**config.mk**
```make
export PLATFORM = sky130hd
export DESIGN_NAME = salc_ram
export DESIGN_NICKNAME = d
export VERILOG_FILES = /design/src/salc_ram.sv
export SDC_FILE = /design/constraint.sdc
export NUM_CORES = 1
export LEC_CHECK = 0
export CAP_MARGIN = 40
export CORE_ASPECT_RATIO = 0.5
export CORE_MARGIN = 3
export CORE_UTILIZATION = 47
export DETAILED_ROUTE_END_ITERATION = 10
export DONT_BUFFER_PORTS = 1
export SYNTH_ARGS = -nofsm -noshare
export SYNTH_HDL_FRONTEND = slang
export SYNTH_SLANG_ARGS = --single-unit
export TNS_END_PERCENT = 30
```
**constraint.sdc**
```tcl
create_clock -name clk -period 2.2 [get_ports clk]
set_input_delay 0.22 -clock clk [delete_from_list [all_inputs] [get_ports clk]]
set_output_delay 0.22 -clock clk [all_outputs]
set_load 0.05 [all_outputs]
```
**src/salc_ram.sv**
```systemverilog
// ----------------------------------------------------------------------------
// salc_ram
// Generic single-write, single-read RAM with a registered read port.
// ----------------------------------------------------------------------------
`default_nettype none

module salc_ram #(
    parameter int WIDTH = 8,
    parameter int DEPTH = 16
) (
    input  wire logic                                  clk,
    input  wire logic                                  we,
    input  wire logic [(DEPTH > 1 ? $clog2(DEPTH) : 1)-1:0] waddr,
    input  wire logic [WIDTH-1:0]                      wdata,
    input  wire logic                                  re,
    input  wire logic [(DEPTH > 1 ? $clog2(DEPTH) : 1)-1:0] raddr,
    output logic      [WIDTH-1:0]                      rdata
);

    logic [WIDTH-1:0] mem [DEPTH];

    // Write port.
    always_ff @(posedge clk)
    begin
        if (we)
        begin
            mem[waddr] <= wdata;
        end
    end

    // Registered read port.
    always_ff @(posedge clk)
    begin
        if (re)
        begin
            rdata <= mem[raddr];
        end
    end

endmodule

`default_nettype wire

```
==> impl_results.md, run 1 <==
* P_leak at 2.02 nW
* Placed insts at 375
* Net Sw Frac at 19.0%
* Overflow after GRT at 0
* 1st-iter DRT viols at 224
* Worst R2R End: rdata[7]
* Fin cells at 415
* Global Route Usage Sum at 18.9%
* Slew headroom at 51.0%
* Mapped cell area at 0.00523 mm²
* TritonCTS buffer count at 17
* Hold path startpoint: waddr[0]
* Yosys cell types at 18
* Largest net degree at the start of global routing at 33
* Status: finished, final reports clean
* Synthesized instance count at 229
* CTS root buf: clkbuf_16
* Initial antenna violation count at 0
* Worst Hold End: mem[0][7]
* CTS clk-pin slew, worst paths at 0.05 ns
* Final hold vios at 0
* Hold path depth at 2
* FILL cells at 745
* Routability cong. at 0.688
* Routed vias at 2364
* HPWL after detailed placement at 6210 µm
* Vias/cell at 5.70
* Slew Limit Fails at 0
* Setup crit start kind: flop
* PortBufs at 0
* Design Power at 6.04 mW
* Reg-to-reg startpoint: mem[3][7]
* Yosys reg bits at 136
* First-pass GRT wire length at 16100 µm
* Maximum fanout along the worst path at 1
* Number of diodes at 0
* Rows at 26
* Register area at 0.00408 mm²
* Layout cell share with drive strength beyond 1 at 22.2%
* Maximum VDD drop at 0.473 mV
* CTS tree: yes
* Number of global-route vias before repair at 2530
* Flop pwr share at 49.4%
* Worst-case reg-to-reg path depth at 3
* Max_cap viols at 0
* Postcts setup bufs at 0
* DRC Markers at 0
* Die Y at 80.6 µm
* Sequential area share after synthesis at 78.1%
* Drt pass-1 iters at 4
* Worst EP required at 2.33 ns
* Clock Power Share at 47.1%
* Number of synthesis warnings at 0
* # setup viols final at 0
* P_sw at 1.15 mW
* Boundary Pins at 27
* Worst-skew pair later-pin latency at 0.40 ns
* Die X at 155 µm
* Final #Nets at 282
* Reg2Reg Setup Slack at 0.56 ns
* H-tree Lvls at 4
* CTS Buffer Depth at 2
* Crit path DAT at 1.78 ns
* Worst Tran Pin Value at 0.733 ns
* Synthesized area per cell at 22.8 µm²
* Multi-input logic area at 0.00106 mm²
* Syn_nets at 248
* Die area at 0.0125 mm²
* Setup TNS at 0 ns
* Detailed Route WL at 10500 µm
* Wirelength per Cell at 25.3 µm
* Crit path time final at 1.64 ns
* Initial Utilization at 49.7%
* Synthesis-to-layout area growth at 17.0%
* Critical Path End Type: flop
* Number of routed nets with antenna violations at 0
* PostCTS Resize Cnt at 0
* Final period utilization at 74.7%
* Fmax at 608 MHz
* RSZ-0062 raised after global routing: no
* Crit path kind: reg2reg
* Clock sink count at 136
* Core outline area at 0.0105 mm²
* Post-Route Utilization at 58.2%
* P_int at 4.89 mW
* Final Skew at 0.00625 ns
* Hold_buf cts at 9
* Hold Path Class: in2reg
* Combinational Power Share at 3.5%
* PwrDens at 987 mW/mm²
==> worst max-delay path, stage by stage, from the launching register on <==
cell and delay (ns):
edfxtp_1 0.36, mux4_2 0.46, a22oi_1 0.42, nand2_1 0.13
==> sequential cells by signal, indices dropped and copies added (netlist names) <==
name and count:
rdata 8, mem 128
==> cell families (layout without fill, tap and decap cells) <==
logic type / after synthesis / in the layout / share of synthesized area [%]
AO/OA/AOI/OAI: 16 / 16 / 2.30
buffers and inverters: 10 / 56 / 1.65
flip-flops: 136 / 136 / 78.1
multiplexers: 32 / 32 / 14.8
AND/OR/NAND/NOR: 35 / 35 / 3.14
==> power by group through the flow <==
| stage | Combinational (mW) | Clock, mW | Sequential, mW |
|---|---|---|---|
| floorplan | 0.147 | 0 | 3.03 |
| finish | 0.210 | 2.84 | 2.99 |
| CTS | 0.211 | 2.89 | 2.99 |
| detailed placement | 0.160 | 0 | 3.04 |
| global placement | 0.160 | 0 | 3.04 |
| global route | 0.227 | 3.02 | 2.99 |
==> metal layers <==
metal	track usage, %	part of all wire [%]
met4	9.60	1.4
met3	5.76	7.7
met5	0	0
met2	26.8	46
met1	26.7	45
==> stage by stage <==
stage / hold slack [ns] / instance area, µm² / worst slack, ns
after global placement: 0.320 / 5440 / 0.604
final: 0.193 / 6120 / 0.556
after CTS: 0.175 / 6120 / 0.593
after detailed placement: 0.320 / 5440 / 0.603
after global routing: 0.176 / 6120 / 0.527
after floorplan: 0.319 / 5230 / 0.487
==> placed cells by master (no fill, tap or decap), types with 3 or more instances in the layout <==
cell type and count:
mux4_2 18, edfxtp_1 136, bufinv_16 4, nor3_1 4, buf_4 16, clkbuf_1 3
clkinv_2 4, nor2_1 13, a22oi_1 16, dlygate4sd3_1 9, mux4_1 14, nand2_1 9
clkbuf_16 17
==> how the worst max path moves through the flow <==
stage	startpoint	end	slack (ns)
2_1_floorplan	waddr[2]	mem[0][0]	0.49
4_1_cts	mem[3][7]	rdata[7]	0.59
6_report	mem[3][7]	rdata[7]	0.56
3_5_place_dp	mem[3][7]	rdata[7]	0.60
5_1_grt	mem[3][7]	rdata[7]	0.53
3_3_place_gp	mem[3][7]	rdata[7]	0.60
==> synthesized netlist by cell type, drive strengths merged <==
master / instances / area share (%)
nand3b: 2 / 0.29
nand2b: 2 / 0.24
and2: 1 / 0.12
a22oi: 16 / 2.3
buf: 7 / 1.1
mux4: 32 / 15
and2b: 1 / 0.14
edfxtp: 136 / 78
nand2: 9 / 0.65
clkdlybuf4s25: 3 / 0.57
or3b: 1 / 0.17
nand3: 1 / 0.096
nor2b: 1 / 0.12
nor2: 13 / 0.93
nor3: 4 / 0.38
==> cell type report <==
cell class | count | area share, %
multi-input combinational | 83 | 17.3
sequential | 136 | 66.7
tap | 140 | 2.86
clock inverter | 11 | 2.54
clock buffer | 20 | 7.14
timing repair buffer | 25 | 3.44
(Power assumes the default switching activity.)
==> run 2, diff against run 1 <==
Clock period 2.2 ns to 1.4 ns, I/O delays scaled along.
==> run 2 against run 1 <==
Effect of this change:
- clock power rose by 54%
- combinational power is 70% higher
- sequential power up 57%
- cell count up 0.72%
- largest power group unchanged
- highest routed layer unchanged
- the run now ends with setup timing left
- clock-buffer cell count down 2
==> impl_results.md, run 2 (same netlist as run 1, synthesis figures left out) <==
* Status: finished, violations left
* Failing checks: setup timing
* Reg-to-reg startpoint: mem[7][3]
* Vias/cell at 5.65 (-0.89%)
* CTS root buf: clkbuf_16
* Initial Utilization at 49.7% (unchanged)
* Max_cap viols at 0 (unchanged)
* Global Route Usage Sum at 18.1% (-0.85 points)
* First-pass GRT wire length at 15500 µm (-3.9%)
* Routability cong. at 0.732 (+6.4%)
* Dpl ws at -0.221 ns (-0.824 ns)
* Layout cell share with drive strength beyond 1 at 30.9% (+8.8 points)
* Number of global-route vias before repair at 2477 (-2.1%)
* # setup viols final at 8 (+8)
* PortBufs at 0 (unchanged)
* Slew headroom at 41.2% (-9.9 points)
* Final hold vios at 0 (unchanged)
* RSZ-0062 raised after global routing: yes
* Die area at 0.0125 mm² (unchanged)
* CTS clk-pin slew, worst paths at 0.06 ns (about the same)
* Wirelength per Cell at 24.5 µm (-3.2%)
* Most frequent cells in the layout: edfxtp_1, mux4_2, buf_4
* CTS tree: yes
* Slew Limit Fails at 0 (unchanged)
* FILL cells at 753 (+1.1%)
* Routed vias at 2360 (-0.17%)
* H-tree Lvls at 4 (unchanged)
* Crit path DAT at 1.65 ns (-0.13 ns)
* Leading cell type in the layout, fill and taps excluded: edfxtp_1
* Final period utilization at 107% (+32 points)
* Maximum fanout along the worst path at 1 (unchanged)
* Worst Hold End: mem[0][3]
* Placed insts at 378 (+0.80%)
* Largest net degree at the start of global routing at 33 (unchanged)
* Number of diodes at 0 (unchanged)
* Clock sink count at 136 (unchanged)
* TritonCTS buffer count at 17 (unchanged)
* Synthesis-to-layout area growth at 17.5%
* Design Power at 9.42 mW (+56%)
* Largest registers: mem x128, rdata x8
* CTS Buffer Depth at 2 (unchanged)
* DRC Markers at 0 (unchanged)
* Boundary Pins at 27 (unchanged)
* Worst EP required at 1.55 ns (-0.78 ns)
* HPWL after detailed placement at 6100 µm (-1.8%)
* Hold path depth at 2 (unchanged)
* Worst-case reg-to-reg path depth at 3 (unchanged)
* Crit path kind: reg2reg
* Final #Nets at 284 (+0.71%)
* Worst-skew pair later-pin latency at 0.41 ns (about the same)
* Detailed Route WL at 10200 µm (-2.5%)
* Initial antenna violation count at 0 (unchanged)
* Setup crit start kind: flop
* Fin cells at 418 (+0.72%)
* Number of routed nets with antenna violations at 0 (unchanged)
* Worst Tran Pin Value at 0.881 ns (+0.148 ns)
* Largest Register: mem
* Final Skew at 0.00875 ns (+0.00250 ns)
* Die X at 155 µm (unchanged)
* Fmax at 667 MHz (+9.8%)
* P_leak at 1.99 nW (-1.6%)
* Crit path time final at 1.50 ns (-0.146 ns)
* Reg2Reg Setup Slack at -0.1 ns (-0.65 ns)
* Overflow after GRT at 0 (unchanged)
* Postcts setup bufs at 0 (unchanged)
* Drt pass-1 iters at 4 (unchanged)
* Setup slack after layout at -0.0983 ns (-0.654 ns)
* PwrDens at 1530 mW/mm² (+55%)
* Die Y at 80.6 µm (unchanged)
* Maximum VDD drop at 0.732 mV (+55%)
* Critical Path End Type: flop
* Rows at 26 (unchanged)
* Hold Path Class: in2reg
* Largest register FFs at 128 (unchanged)
* Hold path startpoint: waddr[1]
* 1st-iter DRT viols at 306 (+37%)
* Worst R2R End: rdata[3]
* Core outline area at 0.0105 mm² (unchanged)
-- run 2: changes by cell type in the layout (fill, tap and decap cells not counted), sizes merged --
cell      change
clkinv        +2
bufinv        -1
buf           +2
clkbuf        -2
clkinvlp      +2
-- run 2: worst max-delay path, cell delays in order (launching register included) --
cell and delay, ns:
edfxtp_1 0.37, mux4_2 0.52, a22oi_2 0.26, nand2_1 0.09
-- run 2: metrics by stage --
stage,area [µm²],setup TNS [ns],hold slack [ns],util [%]
4_1_cts,6140,-0.433,0.0847,58.5
2_1_floorplan,5230,-0.258,0.239,-
3_5_place_dp,5460,-0.904,0.240,52.0
3_3_place_gp,5460,-0.716,0.240,52.0
6_report,6140,-0.415,0.0980,58.5
5_1_grt,6140,-0.731,0.0820,58.5
-- run 2: final cells by class --
cell class,instances,area (µm²),area share [%]
multi-input combinational,83,1070,17.4
clock buffer,18,429,6.99
tap,140,175,2.85
sequential,136,4080,66.5
timing repair buffer,27,225,3.67
clock inverter,14,158,2.57
-- run 2: per-layer routing --
layer	track usage (%)	share of wire, %	vias up	routed length (µm)
li1	-	-	1042	-
met2	24.9	45	97	4630
met1	27.1	44	1217	4510
met4	5.11	0.28	0	29
met5	0	0	-	0
met3	6.57	10	4	1070
-- run 2: repair_timing --
action                                  4_1_cts  5_1_grt
pin swaps                                     7        2
hold buffers                                  9        0
resized for setup                            19        0
endpoints found under the setup margin        8        8
gates cloned                                  0        0
endpoints found under the hold margin       136        0
-- run 2: worst max-delay path by stage --
stage | endpoint | cells after the start | from
after floorplan | rdata[1] | 5 | raddr[0]
after global placement | rdata[3] | 3 | mem[5][3]
after detailed placement | rdata[3] | 3 | mem[5][3]
after CTS | rdata[6] | 3 | mem[3][6]
after global routing | rdata[3] | 3 | mem[7][3]
final | rdata[3] | 3 | mem[7][3]
-- run 2: power by group --
group	switching [mW]	leakage (nW)	internal, mW
sequential	0.0968	1.24	4.59
combinational	0.188	0.469	0.170
clock	1.60	0.281	2.77
total	1.88	1.99	7.54
==> run 3, diff against run 2 <==
Settings changed: CTS_BUF_LIST set to sky130_fd_sc_hd__clkbuf_8 sky130_fd_sc_hd__clkbuf_16, REMOVE_ABC_BUFFERS set to 1.
Clock period 1.4 ns to 1.8 ns, I/O delays scaled along.
==> run 3 against run 2 <==
Effect of this change:
- the run now ends clean
- clock skew fell by 0.0018 ns
- clock-buffer cell count fell by 1
- utilization rose by 0.48 points
- sequential share of layout area fell by 0.54 points
- die area did not move
- via count fell by 1.2%
- cell count did not move
- cell area rose by 0.81%
- critical endpoint is now rdata[2]
- highest routed layer unchanged
==> impl_results.md, run 3 (same netlist as run 1, synthesis figures left out) <==
* Status: finished, final reports clean
* Final Skew at 0.00696 ns (-0.00179 ns)
* TritonCTS buffer count at 17 (unchanged)
* PwrDens at 1230 mW/mm² (-19%)
* CTS tree: yes
* Hold path startpoint: waddr[0]
* Synthesis-to-layout area growth at 18.5%
* Crit path kind: reg2reg
* Final hold vios at 0 (unchanged)
* Global Route Usage Sum at 17.4% (-0.71 points)
* Setup TNS at 0 ns (+0.415 ns)
* HPWL after detailed placement at 5980 µm (-1.9%)
* CP Launch Point: mem[2][2]
* # setup viols final at 0 (-8)
* Layout cell share with drive strength beyond 1 at 24.5% (-6.5 points)
* Routability cong. at 0.761 (+3.9%)
* Fmax at 624 MHz (-6.5%)
* Maximum fanout along the worst path at 1 (unchanged)
* Boundary Pins at 27 (unchanged)
* Slew Limit Fails at 0 (unchanged)
* CP Buf/Inv Count at 0 (unchanged)
* Max_cap viols at 0 (unchanged)
* Critical Path End Type: flop
* Vias/cell at 5.58 (-1.2%)
* Hold Path Class: in2reg
* PortBufs at 0 (unchanged)
* Die X at 155 µm (unchanged)
* Most frequent cells in the layout: edfxtp_1, mux4_2, buf_4
* Worst Tran Pin Value at 0.653 ns (-0.228 ns)
* Die Y at 80.6 µm (unchanged)
* P_leak at 2.06 nW (+3.7%)
* Initial Utilization at 49.7% (unchanged)
* WHS at 0.156 ns (+0.0581 ns)
* Core outline area at 0.0105 mm² (unchanged)
* Largest register FFs at 128 (unchanged)
* Worst EP required at 1.94 ns (+0.39 ns)
* Final Cell Area at 0.00619 mm² (+0.81%)
* Design Power at 7.65 mW (-19%)
* Slew headroom at 56.3% (+15 points)
* Number of routed nets with antenna violations at 0 (unchanged)
* Number of global-route vias before repair at 2423 (-2.2%)
* Overflow after GRT at 0 (unchanged)
* Number of diodes at 0 (unchanged)
* DRC Markers at 0 (unchanged)
* Leading cell type in the layout, fill and taps excluded: edfxtp_1
* DP Area at 0.00545 mm² (-0.23%)
* FILL cells at 764 (+1.5%)
* Placed insts at 377 (-0.26%)
* Slowest CP cell: mux4_1
* CP peak stage delay at 0.52 ns (about the same)
* Largest registers: mem x128, rdata x8
* Initial antenna violation count at 0 (unchanged)
* Routed vias at 2331 (-1.2%)
* Crit path DAT at 1.75 ns (+0.10 ns)
* Setup crit start kind: flop
* Rows at 26 (unchanged)
* Fin cells at 418 (unchanged)
* 1st-iter DRT viols at 255 (-17%)
* Crit path time final at 1.60 ns (+0.104 ns)
* Wirelength per Cell at 23.5 µm (-4.2%)
* CP top delay family: multiplexers
* Clock sink count at 136 (unchanged)
* PostCTS Resize Cnt at 0 (-19)
* Maximum VDD drop at 0.647 mV (-12%)
* Final period utilization at 89.0% (-18 points)
* CTS clk-pin slew, worst paths at 0.06 ns (about the same)
* Worst-skew pair later-pin latency at 0.41 ns (about the same)
* RSZ-0062 raised after global routing: no
* Largest Register: mem
* H-tree Lvls at 4 (unchanged)
* First-pass GRT wire length at 15000 µm (-3.5%)
* CTS root buf: clkbuf_16
* Cell chain of the critical path: mux4_1 > a22oi_1 > nand2_1
* Detailed Route WL at 9800 µm (-4.2%)
* Largest net degree at the start of global routing at 33 (unchanged)
* Drt pass-1 iters at 4 (unchanged)
* Die area at 0.0125 mm² (unchanged)
* Reg-to-reg startpoint: mem[2][2]
* CTS Buffer Depth at 2 (unchanged)
* Final #Nets at 284 (unchanged)
[run 3: cell types whose count changed in the layout (fill, tap and decap cells not counted), sizes merged]
cell	change
clkbuf	-1
inv	+2
bufinv	+2
clkinvlp	-3
[run 3: per-stage QoR]
step	setup WS (ns)	util, %
after floorplan	0.127	-
after global placement	0.220	51.9
after detailed placement	0.227	51.9
after CTS	0.214	58.9
after global routing	0.133	58.9
final	0.198	58.9
[run 3: report_power, final]
| group | total, mW | switching (mW) | leakage [nW] | internal [mW] |
|---|---|---|---|---|
| clock network | 3.74 | 1.28 | 0.319 | 2.46 |
| logic | 0.257 | 0.134 | 0.504 | 0.123 |
| registers | 3.65 | 0.0763 | 1.24 | 3.57 |
| total | 7.65 | 1.49 | 2.06 | 6.16 |
[run 3: worst reg2reg max path, stage by stage, from the launching register on]
cell and delay [ns]:
edfxtp_1 0.36, mux4_1 0.52, a22oi_1 0.33, nand2_1 0.14
[run 3: repair_timing]
| action | 4_1_cts | 5_1_grt |
|---|---|---|
| buffers inserted | 0 | 0 |
| hold endpoints to repair | 136 | 0 |
| hold buffers | 9 | 0 |
[run 3: area by class of cell]
cell class | instances | area, µm² | area share, %
flip-flops and latches | 136 | 4080 | 66.0
repair buffers | 27 | 225 | 3.64
multi-input cells | 83 | 1060 | 17.1
clock inverters | 15 | 225 | 3.64
clock buffers | 17 | 425 | 6.87
well taps | 140 | 175 | 2.83
[run 3: path summary, 6_finish.rpt]
path,slack (ns),to,depth (start not counted)
worst max register to register,0.20,rdata[2],3
worst min register to register,0.77,rdata[5],3
worst max-delay path,0.20,rdata[2],3
worst min-delay path,0.16,mem[4][7],2
[run 3: layer usage]
layer / routed length (µm) / track usage (%) / share of wire (%)
met1: 4710 / 26.2 / 48
met2: 4270 / 23.1 / 44
met3: 686 / 6.24 / 7.0
met4: 135 / 6.43 / 1.4
met5: 0 / 0 / 0
